$ cat src/rtl/tstg_pkg.sv
// Shared types and constants for the timed square tone generator.
// No dependencies; every other file in rtl/ imports this package.
package tstg_pkg;

  // Dividend width of the compare-top divide (timer clock up to 65535 Hz)
  localparam int unsigned DVD_W = 16;
  localparam int unsigned FREQ_W = 15;
  localparam int unsigned DUR_W = 12;
  localparam int unsigned TOP_W = 8;
  localparam int unsigned CFG_IDX_W = 2;

  localparam int unsigned TIMER_CLOCK_HZ_DEF = 31250;

  localparam logic [FREQ_W-1:0] MIN_FREQ_RST = FREQ_W'(123);
  localparam logic [FREQ_W-1:0] MAX_FREQ_RST = FREQ_W'(5000);
  localparam logic [DUR_W-1:0]  MAX_DUR_RST  = DUR_W'(2000);

  localparam logic [TOP_W-1:0] TOP_SAT     = '1;
  localparam logic [DUR_W-1:0] ELAPSED_SAT = '1;

  // Configuration register indexes
  localparam logic [CFG_IDX_W-1:0] CFG_MIN_FREQ = 2'd0;
  localparam logic [CFG_IDX_W-1:0] CFG_MAX_FREQ = 2'd1;
  localparam logic [CFG_IDX_W-1:0] CFG_MAX_DUR  = 2'd2;

  typedef struct packed {
    logic [FREQ_W-1:0] min_freq;
    logic [FREQ_W-1:0] max_freq;
    logic [DUR_W-1:0]  max_dur;
  } tstg_cfg_t;

  typedef enum logic [1:0] {
    ST_IDLE,
    ST_DIV,
    ST_OUT
  } tstg_state_e;

endpackage

$ cat src/rtl/tstg_div.sv
// Restoring divider: constant timer clock divided by the clamped frequency.
// One quotient bit per cycle through a single compare/subtract unit. Uses tstg_pkg.
module tstg_div import tstg_pkg::*; #(
  parameter int unsigned TIMER_CLOCK_HZ = TIMER_CLOCK_HZ_DEF
) (
  input  logic              clk_i,
  input  logic              rst_ni,
  input  logic              start_i,
  input  logic [FREQ_W-1:0] divisor_i,
  output logic              done_o,
  output logic [DVD_W-1:0]  quotient_o
);

  localparam int unsigned CNT_W = $clog2(DVD_W);
  localparam logic [DVD_W-1:0] DIVIDEND = DVD_W'(TIMER_CLOCK_HZ);
  localparam logic [CNT_W-1:0] CNT_LAST = CNT_W'(DVD_W - 1);

  logic              busy_q, busy_d;
  logic              done_q, done_d;
  logic [CNT_W-1:0]  cnt_q, cnt_d;
  logic [FREQ_W-1:0] rem_q, rem_d;
  logic [FREQ_W-1:0] dsr_q, dsr_d;
  logic [DVD_W-1:0]  dvd_q, dvd_d;
  logic [DVD_W-1:0]  quo_q, quo_d;
  logic [FREQ_W:0]   trial;
  logic              fits;

  // Remainder stays below the divisor, so one extra bit holds the trial value
  assign trial = {rem_q, dvd_q[DVD_W-1]};
  assign fits  = trial >= {1'b0, dsr_q};

  always_comb begin
    busy_d = busy_q;
    done_d = 1'b0;
    cnt_d  = cnt_q;
    rem_d  = rem_q;
    dsr_d  = dsr_q;
    dvd_d  = dvd_q;
    quo_d  = quo_q;
    if (start_i) begin
      busy_d = 1'b1;
      cnt_d  = '0;
      rem_d  = '0;
      dsr_d  = divisor_i;
      dvd_d  = DIVIDEND;
      quo_d  = '0;
    end else if (busy_q) begin
      rem_d = fits ? FREQ_W'(trial - {1'b0, dsr_q}) : trial[FREQ_W-1:0];
      quo_d = {quo_q[DVD_W-2:0], fits};
      dvd_d = {dvd_q[DVD_W-2:0], 1'b0};
      cnt_d = cnt_q + 1'b1;
      if (cnt_q == CNT_LAST) begin
        busy_d = 1'b0;
        done_d = 1'b1;
      end
    end
  end

  always_ff @(posedge clk_i or negedge rst_ni) begin
    if (!rst_ni) begin
      busy_q <= 1'b0;
      done_q <= 1'b0;
      cnt_q  <= '0;
    end else begin
      busy_q <= busy_d;
      done_q <= done_d;
      cnt_q  <= cnt_d;
    end
  end

  always_ff @(posedge clk_i) begin
    rem_q <= rem_d;
    dsr_q <= dsr_d;
    dvd_q <= dvd_d;
    quo_q <= quo_d;
  end

  assign done_o     = done_q;
  assign quotient_o = quo_q;

endmodule

$ cat src/rtl/tstg_core.sv
// Tone sequencer: request handshake, clamping, tone/timer state and result register.
// Uses tstg_pkg and drives one tstg_div for the compare-top divide.
module tstg_core import tstg_pkg::*; #(
  parameter int unsigned TIMER_CLOCK_HZ = TIMER_CLOCK_HZ_DEF
) (
  input  logic               clk_i,
  input  logic               rst_ni,
  input  tstg_cfg_t          cfg_i,
  input  logic               in_valid_i,
  output logic               in_stall_o,
  input  logic               req_type_i,
  input  logic signed [15:0] frequency_hz_i,
  input  logic signed [15:0] duration_ms_i,
  input  logic               timer_pulse_i,
  input  logic               ms_pulse_i,
  output logic               out_valid_o,
  input  logic               out_stall_i,
  output logic               buzzer_level_o,
  output logic               tone_active_o,
  output logic [TOP_W-1:0]   compare_top_o
);

  tstg_state_e state_q, state_d;

  logic [TOP_W-1:0] cnt_q, cnt_d;
  logic [TOP_W-1:0] top_q, top_d;
  logic [DUR_W-1:0] elapsed_q, elapsed_d;
  logic [DUR_W-1:0] length_q, length_d;
  logic             active_q, active_d;
  logic             level_q, level_d;

  logic             out_valid_q, out_valid_d;
  logic             out_level_q;
  logic             out_active_q;
  logic [TOP_W-1:0] out_top_q;

  logic              accept;
  logic              load_out;
  logic              div_start;
  logic              div_done;
  logic [DVD_W-1:0]  quotient;

  logic signed [15:0] max_freq_s, min_freq_s, max_dur_s;
  logic [FREQ_W-1:0]  freq_clamped;
  logic [DUR_W-1:0]   dur_clamped;
  logic               dur_pos;
  logic               is_start;
  logic [DUR_W-1:0]   elapsed_inc;
  logic               match;

  assign max_freq_s = {1'b0, cfg_i.max_freq};
  assign min_freq_s = {1'b0, cfg_i.min_freq};
  assign max_dur_s  = {{(16-DUR_W){1'b0}}, cfg_i.max_dur};

  // Test the maximum first, then the minimum
  always_comb begin
    if (frequency_hz_i > max_freq_s) begin
      freq_clamped = cfg_i.max_freq;
    end else if (frequency_hz_i < min_freq_s) begin
      freq_clamped = cfg_i.min_freq;
    end else begin
      freq_clamped = frequency_hz_i[FREQ_W-1:0];
    end
  end

  assign dur_pos     = duration_ms_i > 16'sd0;
  assign dur_clamped = (duration_ms_i > max_dur_s) ? cfg_i.max_dur
                                                   : duration_ms_i[DUR_W-1:0];
  assign is_start    = !req_type_i && dur_pos;

  assign elapsed_inc = (ms_pulse_i && elapsed_q != ELAPSED_SAT) ? elapsed_q + 1'b1
                                                                 : elapsed_q;
  assign match       = cnt_q == top_q;

  // Next state
  always_comb begin
    state_d = state_q;
    case (state_q)
      ST_IDLE: begin
        if (in_valid_i) begin
          if (is_start && freq_clamped != '0) begin
            state_d = ST_DIV;
          end else begin
            state_d = ST_OUT;
          end
        end
      end
      ST_DIV: begin
        if (div_done) begin
          state_d = ST_OUT;
        end
      end
      ST_OUT: begin
        if (!out_valid_q || !out_stall_i) begin
          state_d = ST_IDLE;
        end
      end
      default: state_d = ST_IDLE;
    endcase
  end

  // Outputs of the sequencer
  always_comb begin
    in_stall_o = 1'b1;
    accept     = 1'b0;
    div_start  = 1'b0;
    load_out   = 1'b0;
    case (state_q)
      ST_IDLE: begin
        in_stall_o = 1'b0;
        accept     = in_valid_i;
        div_start  = in_valid_i && is_start && freq_clamped != '0;
      end
      ST_DIV: ;
      ST_OUT: load_out = !out_valid_q || !out_stall_i;
      default: ;
    endcase
  end

  // Tone and timer state
  always_comb begin
    cnt_d     = cnt_q;
    top_d     = top_q;
    elapsed_d = elapsed_q;
    length_d  = length_q;
    active_d  = active_q;
    level_d   = level_q;
    if (accept && req_type_i) begin
      elapsed_d = elapsed_inc;
      if (timer_pulse_i) begin
        if (match) begin
          cnt_d = '0;
          if (active_q) begin
            if (elapsed_inc <= length_q) begin
              level_d = !level_q;
            end else begin
              level_d  = 1'b0;
              active_d = 1'b0;
            end
          end
        end else begin
          cnt_d = cnt_q + 1'b1;
        end
      end
    end else if (accept && is_start) begin
      length_d  = dur_clamped;
      cnt_d     = '0;
      elapsed_d = '0;
      active_d  = 1'b1;
      // A clamped frequency of zero saturates the top without dividing
      if (freq_clamped == '0) begin
        top_d = TOP_SAT;
      end
    end
    if (div_done) begin
      top_d = (quotient[DVD_W-1:TOP_W] != '0) ? TOP_SAT : quotient[TOP_W-1:0];
    end
  end

  always_comb begin
    out_valid_d = out_valid_q;
    if (load_out) begin
      out_valid_d = 1'b1;
    end else if (out_valid_q && !out_stall_i) begin
      out_valid_d = 1'b0;
    end
  end

  always_ff @(posedge clk_i or negedge rst_ni) begin
    if (!rst_ni) begin
      state_q     <= ST_IDLE;
      cnt_q       <= '0;
      top_q       <= '0;
      elapsed_q   <= '0;
      length_q    <= '0;
      active_q    <= 1'b0;
      level_q     <= 1'b0;
      out_valid_q <= 1'b0;
    end else begin
      state_q     <= state_d;
      cnt_q       <= cnt_d;
      top_q       <= top_d;
      elapsed_q   <= elapsed_d;
      length_q    <= length_d;
      active_q    <= active_d;
      level_q     <= level_d;
      out_valid_q <= out_valid_d;
    end
  end

  // Result payload: hold until the next load
  always_ff @(posedge clk_i) begin
    if (load_out) begin
      out_level_q  <= level_q;
      out_active_q <= active_q;
      out_top_q    <= top_q;
    end
  end

  tstg_div #(
    .TIMER_CLOCK_HZ(TIMER_CLOCK_HZ)
  ) u_div (
    .clk_i     (clk_i),
    .rst_ni    (rst_ni),
    .start_i   (div_start),
    .divisor_i (freq_clamped),
    .done_o    (div_done),
    .quotient_o(quotient)
  );

  assign out_valid_o    = out_valid_q;
  assign buzzer_level_o = out_level_q;
  assign tone_active_o  = out_active_q;
  assign compare_top_o  = out_top_q;

endmodule

$ cat src/rtl/timed_square_tone_generator.sv
// Timed square tone generator: a tick request, an ignored start or a start whose
// clamped frequency is zero moves from acceptance to the output state and its result
// register; any other start first waits in the divide state for the divider. One
// request in flight: a new request is taken only after the last result is loaded.
// Asynchronous active-low reset clears the configuration to its defaults and the
// tone state to idle, level low. Depends on tstg_pkg, tstg_core.
module timed_square_tone_generator import tstg_pkg::*; #(
  parameter int unsigned TIMER_CLOCK_HZ = TIMER_CLOCK_HZ_DEF
) (
  input  logic                 clk_i,
  input  logic                 rst_ni,
  input  logic                 cfg_valid_i,
  output logic                 cfg_ready_o,
  input  logic [CFG_IDX_W-1:0] cfg_index_i,
  input  logic [FREQ_W-1:0]    cfg_data_i,
  input  logic                 in_valid_i,
  output logic                 in_stall_o,
  input  logic                 req_type_i,
  input  logic signed [15:0]   frequency_hz_i,
  input  logic signed [15:0]   duration_ms_i,
  input  logic                 timer_pulse_i,
  input  logic                 ms_pulse_i,
  output logic                 out_valid_o,
  input  logic                 out_stall_i,
  output logic                 buzzer_level_o,
  output logic                 tone_active_o,
  output logic [TOP_W-1:0]     compare_top_o
);

  tstg_cfg_t cfg_q, cfg_d;

  assign cfg_ready_o = 1'b1;

  always_comb begin
    cfg_d = cfg_q;
    if (cfg_valid_i) begin
      case (cfg_index_i)
        CFG_MIN_FREQ: cfg_d.min_freq = cfg_data_i;
        CFG_MAX_FREQ: cfg_d.max_freq = cfg_data_i;
        CFG_MAX_DUR:  cfg_d.max_dur  = cfg_data_i[DUR_W-1:0];
        default: ;
      endcase
    end
  end

  always_ff @(posedge clk_i or negedge rst_ni) begin
    if (!rst_ni) begin
      cfg_q.min_freq <= MIN_FREQ_RST;
      cfg_q.max_freq <= MAX_FREQ_RST;
      cfg_q.max_dur  <= MAX_DUR_RST;
    end else begin
      cfg_q <= cfg_d;
    end
  end

  tstg_core #(
    .TIMER_CLOCK_HZ(TIMER_CLOCK_HZ)
  ) u_core (
    .clk_i         (clk_i),
    .rst_ni        (rst_ni),
    .cfg_i         (cfg_q),
    .in_valid_i    (in_valid_i),
    .in_stall_o    (in_stall_o),
    .req_type_i    (req_type_i),
    .frequency_hz_i(frequency_hz_i),
    .duration_ms_i (duration_ms_i),
    .timer_pulse_i (timer_pulse_i),
    .ms_pulse_i    (ms_pulse_i),
    .out_valid_o   (out_valid_o),
    .out_stall_i   (out_stall_i),
    .buzzer_level_o(buzzer_level_o),
    .tone_active_o (tone_active_o),
    .compare_top_o (compare_top_o)
  );

  // Busy right after taking a request
  assert property (@(posedge clk_i) disable iff (!rst_ni)
    (in_valid_i && !in_stall_o) |=> in_stall_o)
    else $error("input not stalled after a request was taken");

  // A new result only comes out of a busy cycle
  assert property (@(posedge clk_i) disable iff (!rst_ni)
    $rose(out_valid_o) |-> $past(in_stall_o))
    else $error("result appeared without a request in progress");

  // The buzzer is high only while a tone plays
  assert property (@(posedge clk_i) disable iff (!rst_ni)
    (out_valid_o && !tone_active_o) |-> !buzzer_level_o)
    else $error("buzzer high with no active tone");

endmodule

$ cat config.mk
export PLATFORM = sky130hd
export DESIGN_NAME = timed_square_tone_generator
export DESIGN_NICKNAME = d
export VERILOG_FILES = /design/src/rtl/tstg_pkg.sv /design/src/rtl/tstg_div.sv /design/src/rtl/tstg_core.sv /design/src/rtl/timed_square_tone_generator.sv
export SDC_FILE = /design/constraint.sdc
export NUM_CORES = 1
export LEC_CHECK = 0
export BUFFER_PORTS_ARGS = -buffer_cell sky130_fd_sc_hd__buf_2
export CAP_MARGIN = 10
export CORE_AREA = 2 2 181 183
export CTS_BUF_LIST = sky130_fd_sc_hd__clkbuf_16
export DETAILED_ROUTE_END_ITERATION = 8
export DIE_AREA = 0 0 183 185
export GPL_TIMING_DRIVEN = 0
export PLACE_DENSITY = 0.52
export SYNTH_ARGS = -nofsm -noshare
export SYNTH_HDL_FRONTEND = slang
export SYNTH_HIERARCHICAL = 1
export SYNTH_SLANG_ARGS = --single-unit
$ cat constraint.sdc
create_clock -name clk_i -period 3.9 [get_ports clk_i]
set_input_delay 0.78 -clock clk_i [delete_from_list [all_inputs] [get_ports clk_i]]
set_output_delay 0.78 -clock clk_i [all_outputs]
set_load 0.02 [all_outputs]
# == Word-level counts from Yosys, hierarchy flattened ==
# Index checks and enable logic that the tools add are counted.
# Widths: inputs -> output; s select.
# totals
reg_bits,164
latchBits,0
mem_bits_rw,0
mem_bits_ro,0
in_bits,57
output_inout_bits,13
word_cells,119
n_memories,0
# classes
n_addsub,4
mul,0
n_div,0
order_cmp,6
n_eq_ne,13
shift,0
n_mux,42
n_bitwise,1
n_reduce_logical,32
# op_table
op,count
$mux 8,9
$mux 12,4
$mux 15,3
$mux 1,19
$ge 16x15->1,1
$gt 16x1->1 const B,1
$gt 16x13->1,1
$gt 16x16->1,1
$lt 16x16->1,1
$logic_not 15->1,1
$reduce_bool 15->1,1
$sub 15x15->15,1
$add 12x1->12 const B,1
$le 12x12->1,1
$ne 12x12->1 const B,1
$reduce_and 2->1,5
$reduce_bool 2->1,5
$reduce_and 3->1,3
$add 8x1->8 const B,1
$eq 8x8->1,1
$logic_and 1x1->1,8
$mux 2,4
$mux 4,2
$ne 2x2->1 const B,4
12 further kinds,19

# == Depth between registers and ports, before layout ==
# Gate-level depths: netlist of run 1.
# depth
depth_word,9
mapped_depth,14
depth_no_buf,14

# == Hierarchy ==
# Netlist of run 1, hierarchy kept.
# modules_own_cells
module,n_inst,cells_each,area_each_um2,seq_area_each_um2
tstg_core,1,552,4519.3,1426.4
tstg_div,1,345,3331.9,1521.5
timed_square_tone_generator,1,92,1620.3,1072.3

# == Least setup slack after synthesis of run 1 ==
# OpenSTA, ideal clock, no wires.
# synth_timing
path_type,input to register
startpoint,in frequency_hz_i[13]
endpoint,reg u_core.u_div.rem_q[12]
setup_time_ns,0.116
arrival_time_ns,3.501
required_time_ns,3.784
setup_slack_ns,0.283
path_stages,11
path_buffers,0
cell_sequence,ha_1 -> a21o_1 -> a31oi_1 -> or3b_1 -> o31a_1 -> o21ai_0 -> and2_1 -> inv_1 -> and3_1 -> a41o_1 -> a31o_1
# synth_between
elab_chain_cells,6
word_cells_on_any_way,7
classes_between,order compare: 2; mux: 3; reduce/logical: 2
# synth_rtl
item,line_no,source
from (decl),timed_square_tone_generator.sv:19,"input logic signed [15:0] frequency_hz_i,"
$lt 16x16->1,tstg_core.sv:59,end else if (frequency_hz_i < min_freq_s) begin
$mux 15,tstg_core.sv:59,
$mux 15 (*),tstg_core.sv:57,if (frequency_hz_i > max_freq_s) begin
$reduce_bool 15->1 (*),tstg_core.sv:112,div_start = in_valid_i && is_start && freq_clamped != '0;
$logic_and 1x1->1 (*),tstg_core.sv:112,
$mux 1 (*),tstg_core.sv:108,case (state_q)
named net u_core.div_start,tstg_core.sv:39,logic div_start;
to (signal assigned),tstg_div.sv:72,rem_q <= rem_d;
to (decl),tstg_div.sv:21,"logic [FREQ_W-1:0] rem_q, rem_d;"
# The timed path passes the listed nets; every way through them passes the cells marked *.
# A chain may end at the register's enable or synchronous reset.

# == Worst setup path in the final report of run 1 ==
# layout_timing
startpoint,in frequency_hz_i[13]
endpoint,reg u_core.u_div.done_q (netlist: u_core/u_div/done_o)
# layout_between
elab_chain_cells,7
word_cells_on_any_way,8
classes_between,order compare: 2; mux: 4; reduce/logical: 2
# layout_rtl
item,line_no,source
$lt 16x16->1,tstg_core.sv:59,
$mux 15,tstg_core.sv:59,
$mux 15 (*),tstg_core.sv:57,
$reduce_bool 15->1 (*),tstg_core.sv:112,
$logic_and 1x1->1 (*),tstg_core.sv:112,
$mux 1 (*),tstg_core.sv:108,
named net u_core.div_start,tstg_core.sv:39,
$mux 1 (*),tstg_div.sv:40,if (start_i) begin
named net u_core.u_div.done_d,tstg_div.sv:19,"logic done_q, done_d;"
to (signal assigned),tstg_div.sv:66,done_q <= done_d;
to (decl),tstg_div.sv:19,
# Marks and branches as above.

==> flow_summary.toml, run 1 <==
[run]
max_cap_violations = 0

[layout]
antenna_cells = 0
filler_cell_count = 3320
multiInputGateArea_sq_um = 5000
final_nets = 1206
seq_area_sq_um = 4020
syn_to_final_growth_pct = 16.1
drive_gt1_share_pct = 17.5

[worst_setup_path]
worstSetupEndpointType = "flop"
crit_chain = "buf_2 -> ha_1 -> a21o_1 -> a31oi_1 -> or3b_1 -> o31a_1 -> o21ai_0 -> and2_4 -> buf_2 -> clkbuf_1 -> nor3_1"
cp_slowest_stage_delay_ns = 0.42
worstSetupPathType = "input port to flop"
worstSetupStartpointType = "input port"
arrival_ns = 3.93
slowest_stage = "o31a_1"
critPathMostFrequentCell = "buf_2"
path_max_fanout = 17
crit_required_ns = 4.19

[grt]
grt_max_degree = 69
grt_pass1_vias = 7379
overflow = 0
grt_pass1_wl_um = 39100
grt_use_total_pct = 14.5
antenna_found_initial = 0

[clock_network]
cts_hold_buf = 0
cts_tree = "yes"
postCtsSetupBuffers = 0
cts_buffers = 17
htree_levels = 4
clk_path_buf_depth = 2
clock_latency_ns = 0.44
path_clk_slew_ns = 0.08
cts_sinks = 164
clock-root-buffer = "clkbuf_16"

[route]
wl_per_cell_um = 15.7
vias = 7386
first_iter_violations = 436
route.detailed.drc = 0
via_per_inst = 4.93
drtPass1Iterations = 4
postRouteAntennaNets = 0
wl_um = 23500

[run_status]
status = "finished, final reports clean"

[placed_design]
pre_cts_ws_ns = -0.764
port_buffers = 68
place_congestion = 0.890
dp_hpwl_um = 18000

[die]
die_w_um = 183
io_pins = 70
fp.dieArea_sq_um = 33900
fp.coreArea_sq_um = 32000
start_util_pct = 29.6
dieHeight_um = 185
fp-row-count = 66

[sta]
fin_worst_skew_ns = 0.0141
slew_violations = 0
max_freq_mhz = 275
finalCriticalPeriod_ns = 3.64
rsz0062_at_grt = "false"
setup_viol_count_final = 0
tightest_slew_ns = 0.944
setup_tns_ns = 0
fin_crit_sh_pct = 93.3
max_slew_margin_pct = 37.1
layout_setup_ws_ns = 0.261
hold_viol = 0

[synthesis]
syn_area_per_cell_sq_um = 9.58
yosys.cell_types.count = 75
yosysMostFrequentCell = "nor2_1"
synth_top_area_share_pct = 20.1
synthCells = 989
synthFlopType = "dfrtp_1"
seq_area_frac_synth_pct = 42.4
synth-edff-count = 25
async_flop_share_pct = 56.7
yosysTopAreaCell = "dfrtp_1"
syn-cell-area_sq_um = 9470
synth_top_cells_by_area = "dfrtp_1 20%, dfxtp_1 9.7%, ha_1 9.4%"
ys_top_cells_by_count = "117 x nor2_1, 79 x nand2_1, 76 x dfrtp_1"
syn_nets = 1118
ys_seq_elements = 164
synth_warnings = 6

[pwr]
pwr_density_cell_nw_per_um2 = 640
p_leak_nw = 5.12
vdd_drop_max_v = 0.000245

[hold_path]
hold_class = "input port to async pin"
[stage by stage]
| step | total power, mW | hold WS (ns) | instances | cell area [sq um] | util, % |
|---|---|---|---|---|---|
| after CTS | 7.10 | 0.260 | 1498 | 11000 | 34.3 |
| after global placement | 5.25 | 0.445 | 1465 | 10300 | 32.2 |
| after global routing | 7.57 | 0.267 | 1498 | 11000 | 34.3 |
| final | 7.03 | 0.257 | 1498 | 11000 | 34.3 |
| after floorplan | 4.56 | 0.430 | 989 | 9470 | - |
| after detailed placement | 5.29 | 0.449 | 1466 | 10400 | 32.3 |
[critical path, delay by kind of cell]
kind | cells | cell delay, ns
compound gates | 4 | 1.16
simple gates | 3 | 0.87
buf+inv | 3 | 0.80
fa+ha+maj | 1 | 0.31
[cell usage in the layout (no fill, tap or decap), types with 6 or more instances in the layout]
cell	Yosys	layout
nand4_1	16	16
a311oi_1	10	10
nor4_1	18	18
a21o_1	22	22
o31ai_1	6	6
dfstp_2	17	17
dfrtp_1	76	76
o21ai_1	12	12
and3_1	11	11
clkbuf_1	21	19
clkbuf_16	0	17
buf_2	9	76
clkinv_8	0	6
nor2_1	117	117
a31oi_1	6	6
edfxtp_1	25	25
dfxtp_1	46	46
nand2_1	79	79
o21ai_0	42	42
a21oi_1	56	56
xor2_1	26	26
inv_1	75	75
nand3_1	16	16
nor3_1	17	17
mux2_2	42	42
ha_1	71	71
mux2i_1	50	50
nand2b_1	10	10
[path summary, 6_finish.rpt]
kind,from,to,slack [ns],cells past startpoint
max,frequency_hz_i[13],u_core/u_div/done_o$_DFF_PN0_,0.26,11
max in group asynchronous,rst_ni,cfg_q[15]$_DFFE_PN1P_,2.91,2
max reg2reg,cfg_q[24]$_DFFE_PN1P_,u_core/u_div/done_o$_DFF_PN0_,0.29,11
min in group clk_i,u_core/u_div/dvd_q[1]$_SDFFE_PP1P_,u_core/u_div/dvd_q[1]$_SDFFE_PP1P_,0.47,1
min reg2reg,u_core/u_div/dvd_q[1]$_SDFFE_PP1P_,u_core/u_div/dvd_q[1]$_SDFFE_PP1P_,0.47,1
min,rst_ni,u_core/top_q[6]$_DFFE_PN0P_,0.26,1
[state kept, by name, indices dropped and copies added (netlist names), 2 cells and up]
register / count
cfg_q: 42
u_core/u_div/quotient_o: 16
u_core/u_div/dsr_q: 15
u_core/u_div/dvd_q: 15
u_core/u_div/rem_q: 15
u_core/elapsed_q: 12
u_core/length_q: 12
u_core/cnt_q: 8
u_core/compare_top_o: 8
u_core/top_q: 8
u_core/u_div/cnt_q: 4
u_core/state_q: 2
[cell type report]
cell class | count | area share (%)
repair buffers | 69 | 3.37
clock buffers | 17 | 3.87
clock inverters | 15 | 1.91
plain buffers | 37 | 1.62
well taps | 408 | 4.64
inverters | 75 | 2.56
flip-flops and latches | 164 | 36.6
multi-input cells | 713 | 45.5
[report_power, final]
group	total [mW]	internal [mW]	switching, mW
Clock	1.78	0.936	0.843
Sequential	2.66	2.28	0.378
Combinational	2.60	1.11	1.48
Total	7.03	4.33	2.70
[cell families after synthesis]
| kind of cell | Yosys count | share of synthesized area, % |
|---|---|---|
| multiplexers | 92 | 10.3 |
| adder cells (fa/ha/maj) | 72 | 9.59 |
| AND/OR/NAND/NOR | 320 | 16.3 |
| XOR/XNOR | 30 | 2.77 |
| flip-flops | 164 | 42.4 |
| AO/OA/AOI/OAI | 198 | 13.8 |
| other | 1 | 0.0396 |
| buffers and inverters | 112 | 4.82 |
[timing repair]
action	CTS	global route
pin swaps	0	0
gates cloned	0	0
resized for setup	1	5
endpoints found under the setup margin	44	37
[layer usage]
layer	global-route usage (%)	share of wire [%]
met4	3.84	1.4
met5	0	0
met3	2.38	3.0
met1	19.3	48
met2	24.3	47
Power figures use the tool's default switching activity.
==> run 2: changes to the inputs <==
CORE_AREA = 2 2 179 181   (was 2 2 181 183)
DIE_AREA = 0 0 181 183   (was 0 0 183 185)
SYNTH_HIERARCHICAL = unset   (was 1)
==> flow_summary.toml, run 2 <==
[run_status]
status = "finished, final reports clean"

[sta]
setup_tns_ns = 0
tightest_slew_ns = 0.910
fin_worst_skew_ns = 0.0134
fin_crit_sh_pct = 90.9
setup_viol_count_final = 0
max_slew_margin_pct = 39.3
rsz0062_at_grt = "false"
slew_violations = 0
max_freq_mhz = 282
hold_viol = 0
finalCriticalPeriod_ns = 3.55

[synthesis]
yosys.cell_types.count = 62
synth_top_cells_by_area = "dfrtp_1 21%, dfxtp_1 10%, ha_1 9.7%"
async_flop_share_pct = 56.7
synth-edff-count = 25
synthAdderAreaFrac_pct = 9.89
yosysTopAreaCell = "dfrtp_1"
synth_warnings = 0
synth_compound_area_share_pct = 12.8
synthMuxAreaShare_pct = 10.3
ys_seq_elements = 164
syn_nets = 1070
ys_top_cells_by_count = "89 x nor2_1, 78 x inv_1, 76 x dfrtp_1"
synth_top_family_by_area = "simple AND/OR/NAND/NOR gates"
synth_xor_area_share_pct = 3.81
yosysMostFrequentCell = "nor2_1"
syn_area_per_cell_sq_um = 9.76
synth_top_area_share_pct = 20.7
seq_area_frac_synth_pct = 43.8
synthCells = 941
synthSimpleGateAreaFrac_pct = 14.6
synthFlopType = "dfrtp_1"
syn-cell-area_sq_um = 9190

[clock_network]
postCtsSetupBuffers = 0
cts_hold_buf = 0
cts_resized = 0
clock-root-buffer = "clkbuf_16"
path_clk_slew_ns = 0.07
cts_buffers = 17
htree_levels = 4
cts_sinks = 164
cts_tree = "yes"
clock_latency_ns = 0.44
clk_path_buf_depth = 2

[route]
route.detailed.drc = 0
via_per_inst = 4.75
first_iter_violations = 325
wl_um = 22000
drtPass1Iterations = 4
vias = 6856
postRouteAntennaNets = 0
wl_per_cell_um = 15.2

[die]
fp.dieArea_sq_um = 33100
io_pins = 70
fp-row-count = 65
dieHeight_um = 183
die_w_um = 181
start_util_pct = 29.4
fp.coreArea_sq_um = 31200

[pwr]
p_leak_nw = 4.98
report.power.total_mw = 6.94
vdd_drop_max_v = 0.000409
pwr_density_cell_nw_per_um2 = 651

[worst_setup_path]
worstSetupStartpointType = "flop"
r2r_end = "u_core.level_q$_DFFE_PN0P_"
startpoint = "u_core.elapsed_q[0]$_DFFE_PN0P_"
worstSetupEndpointType = "flop"
arrival_ns = 3.90
r2r-start = "u_core.elapsed_q[0]$_DFFE_PN0P_"
path_max_fanout = 6
endpoint = "u_core.level_q$_DFFE_PN0P_"
worstSetupPathType = "flop to flop"
crit_required_ns = 4.25
r2r_cells = 13
rrSetupSlack_ns = 0.35

[grt]
overflow = 0
grt_pass1_wl_um = 36600
grt_pass1_vias = 6780
grt_use_total_pct = 14.0
grt_max_degree = 50
antenna_found_initial = 0

[placed_design]
placed_area_sq_um = 10100
dp_hpwl_um = 17100
port_buffers = 68
place_congestion = 0.826

[layout]
final_nets = 1158
final_cell_mix = "89 x nor2_1, 82 x inv_1, 76 x dfrtp_1, 75 x buf_2, 73 x nand2_1"
final_common_cell = "nor2_1"
largest_reg_flops = 42
seq_area_sq_um = 4020
drive_gt1_share_pct = 15.3
syn_to_final_growth_pct = 16.1
top_register = "cfg_q"
filler_cell_count = 3258
finalInstanceArea_sq_um = 10700
multiInputGateArea_sq_um = 4740
antenna_cells = 0

[hold_path]
hold_class = "input port to async pin"

[run]
max_cap_violations = 0
## run 2: changes by cell type in the layout (fill, tap and decap cells not counted), moves of 9 or more
cell and delta:
a211oi_1 +9, xnor2_1 +10, nor2_1 -28, o21ai_0 +19
a21o_1 -11, o21ai_1 -12, a311oi_1 -9, mux2_2 -14
mux2i_1 +12, a21oi_1 -10
## run 2: power breakdown
group,leakage (nW),internal (mW),switching (mW)
Sequential,1.70,2.30,0.376
Clock,0.303,1.03,0.688
Combinational,2.97,1.14,1.41
Total,4.98,4.47,2.48
## run 2: worst min-delay path by stage
stage,start,to,slack (ns),cells past startpoint
after detailed placement,u_core.u_div.dvd_q[11]$_SDFFE_PP1P_,u_core.u_div.dvd_q[11]$_SDFFE_PP1P_,0.45,1
final,rst_ni,cfg_q[29]$_DFFE_PN0P_,0.37,1
after CTS,rst_ni,cfg_q[29]$_DFFE_PN0P_,0.39,1
after floorplan,u_core.u_div.dvd_q[1]$_SDFFE_PP1P_,u_core.u_div.dvd_q[1]$_SDFFE_PP1P_,0.43,1
after global routing,rst_ni,cfg_q[29]$_DFFE_PN0P_,0.43,1
after global placement,u_core.u_div.dvd_q[12]$_SDFFE_PP1P_,u_core.u_div.dvd_q[12]$_SDFFE_PP1P_,0.44,1
## run 2: cell families (layout without fill, tap and decap cells)
kind of cell,count (synthesis),after routing
AOI/OAI and AO/OA,185,185
buffers and inverters,112,213
and+or+nand+nor,276,276
xor gates and xnor gates,40,40
other,1,1
DFF,164,164
muxes,91,91
adders and majority gates,72,72
## run 2: per-layer routing
layer / wire (um) / GRT usage, % / up-vias
met4: 570 / 5.72 / 0
met2: 10500 / 23.5 / 82
met5: 0 / 0 / -
met1: 10500 / 18.2 / 3241
li1: - / - / 3505
met3: 457 / 2.08 / 28
## run 2: stage by stage
stage | utilization (%) | hold slack, ns | cells | worst slack (ns)
3_5_place_dp | 32.2 | 0.448 | 1412 | 0.127
3_3_place_gp | 32.1 | 0.442 | 1411 | 0.151
6_report | 34.2 | 0.368 | 1444 | 0.355
5_1_grt | 34.2 | 0.429 | 1444 | 0.161
4_1_cts | 34.1 | 0.385 | 1444 | 0.175
2_1_floorplan | - | 0.430 | 941 | 0.686
## run 2: cell type report
class                           instances  area share [%]
Timing Repair Buffer                   69            3.47
Clock buffer                           18            4.22
Buffer                                 34            1.36
Inverter                               78            2.74
Multi-Input combinational cell        665            44.5
Tap cell                              402            4.72
Sequential cell                       164            37.7
Clock inverter                         14            1.34
## run 2: worst max-delay path: stages (launching register included)
cell       delay [ns]
dfrtp_1          0.42
ha_1             0.22
nand2_1          0.11
o41ai_4          0.51
nor3_1           0.20
and3_1           0.24
and3_1           0.22
xor2_1           0.15
ha_1             0.30
a21o_1           0.18
a21o_1           0.16
a2111oi_0        0.38
nor2_1           0.18
o21ai_0          0.18
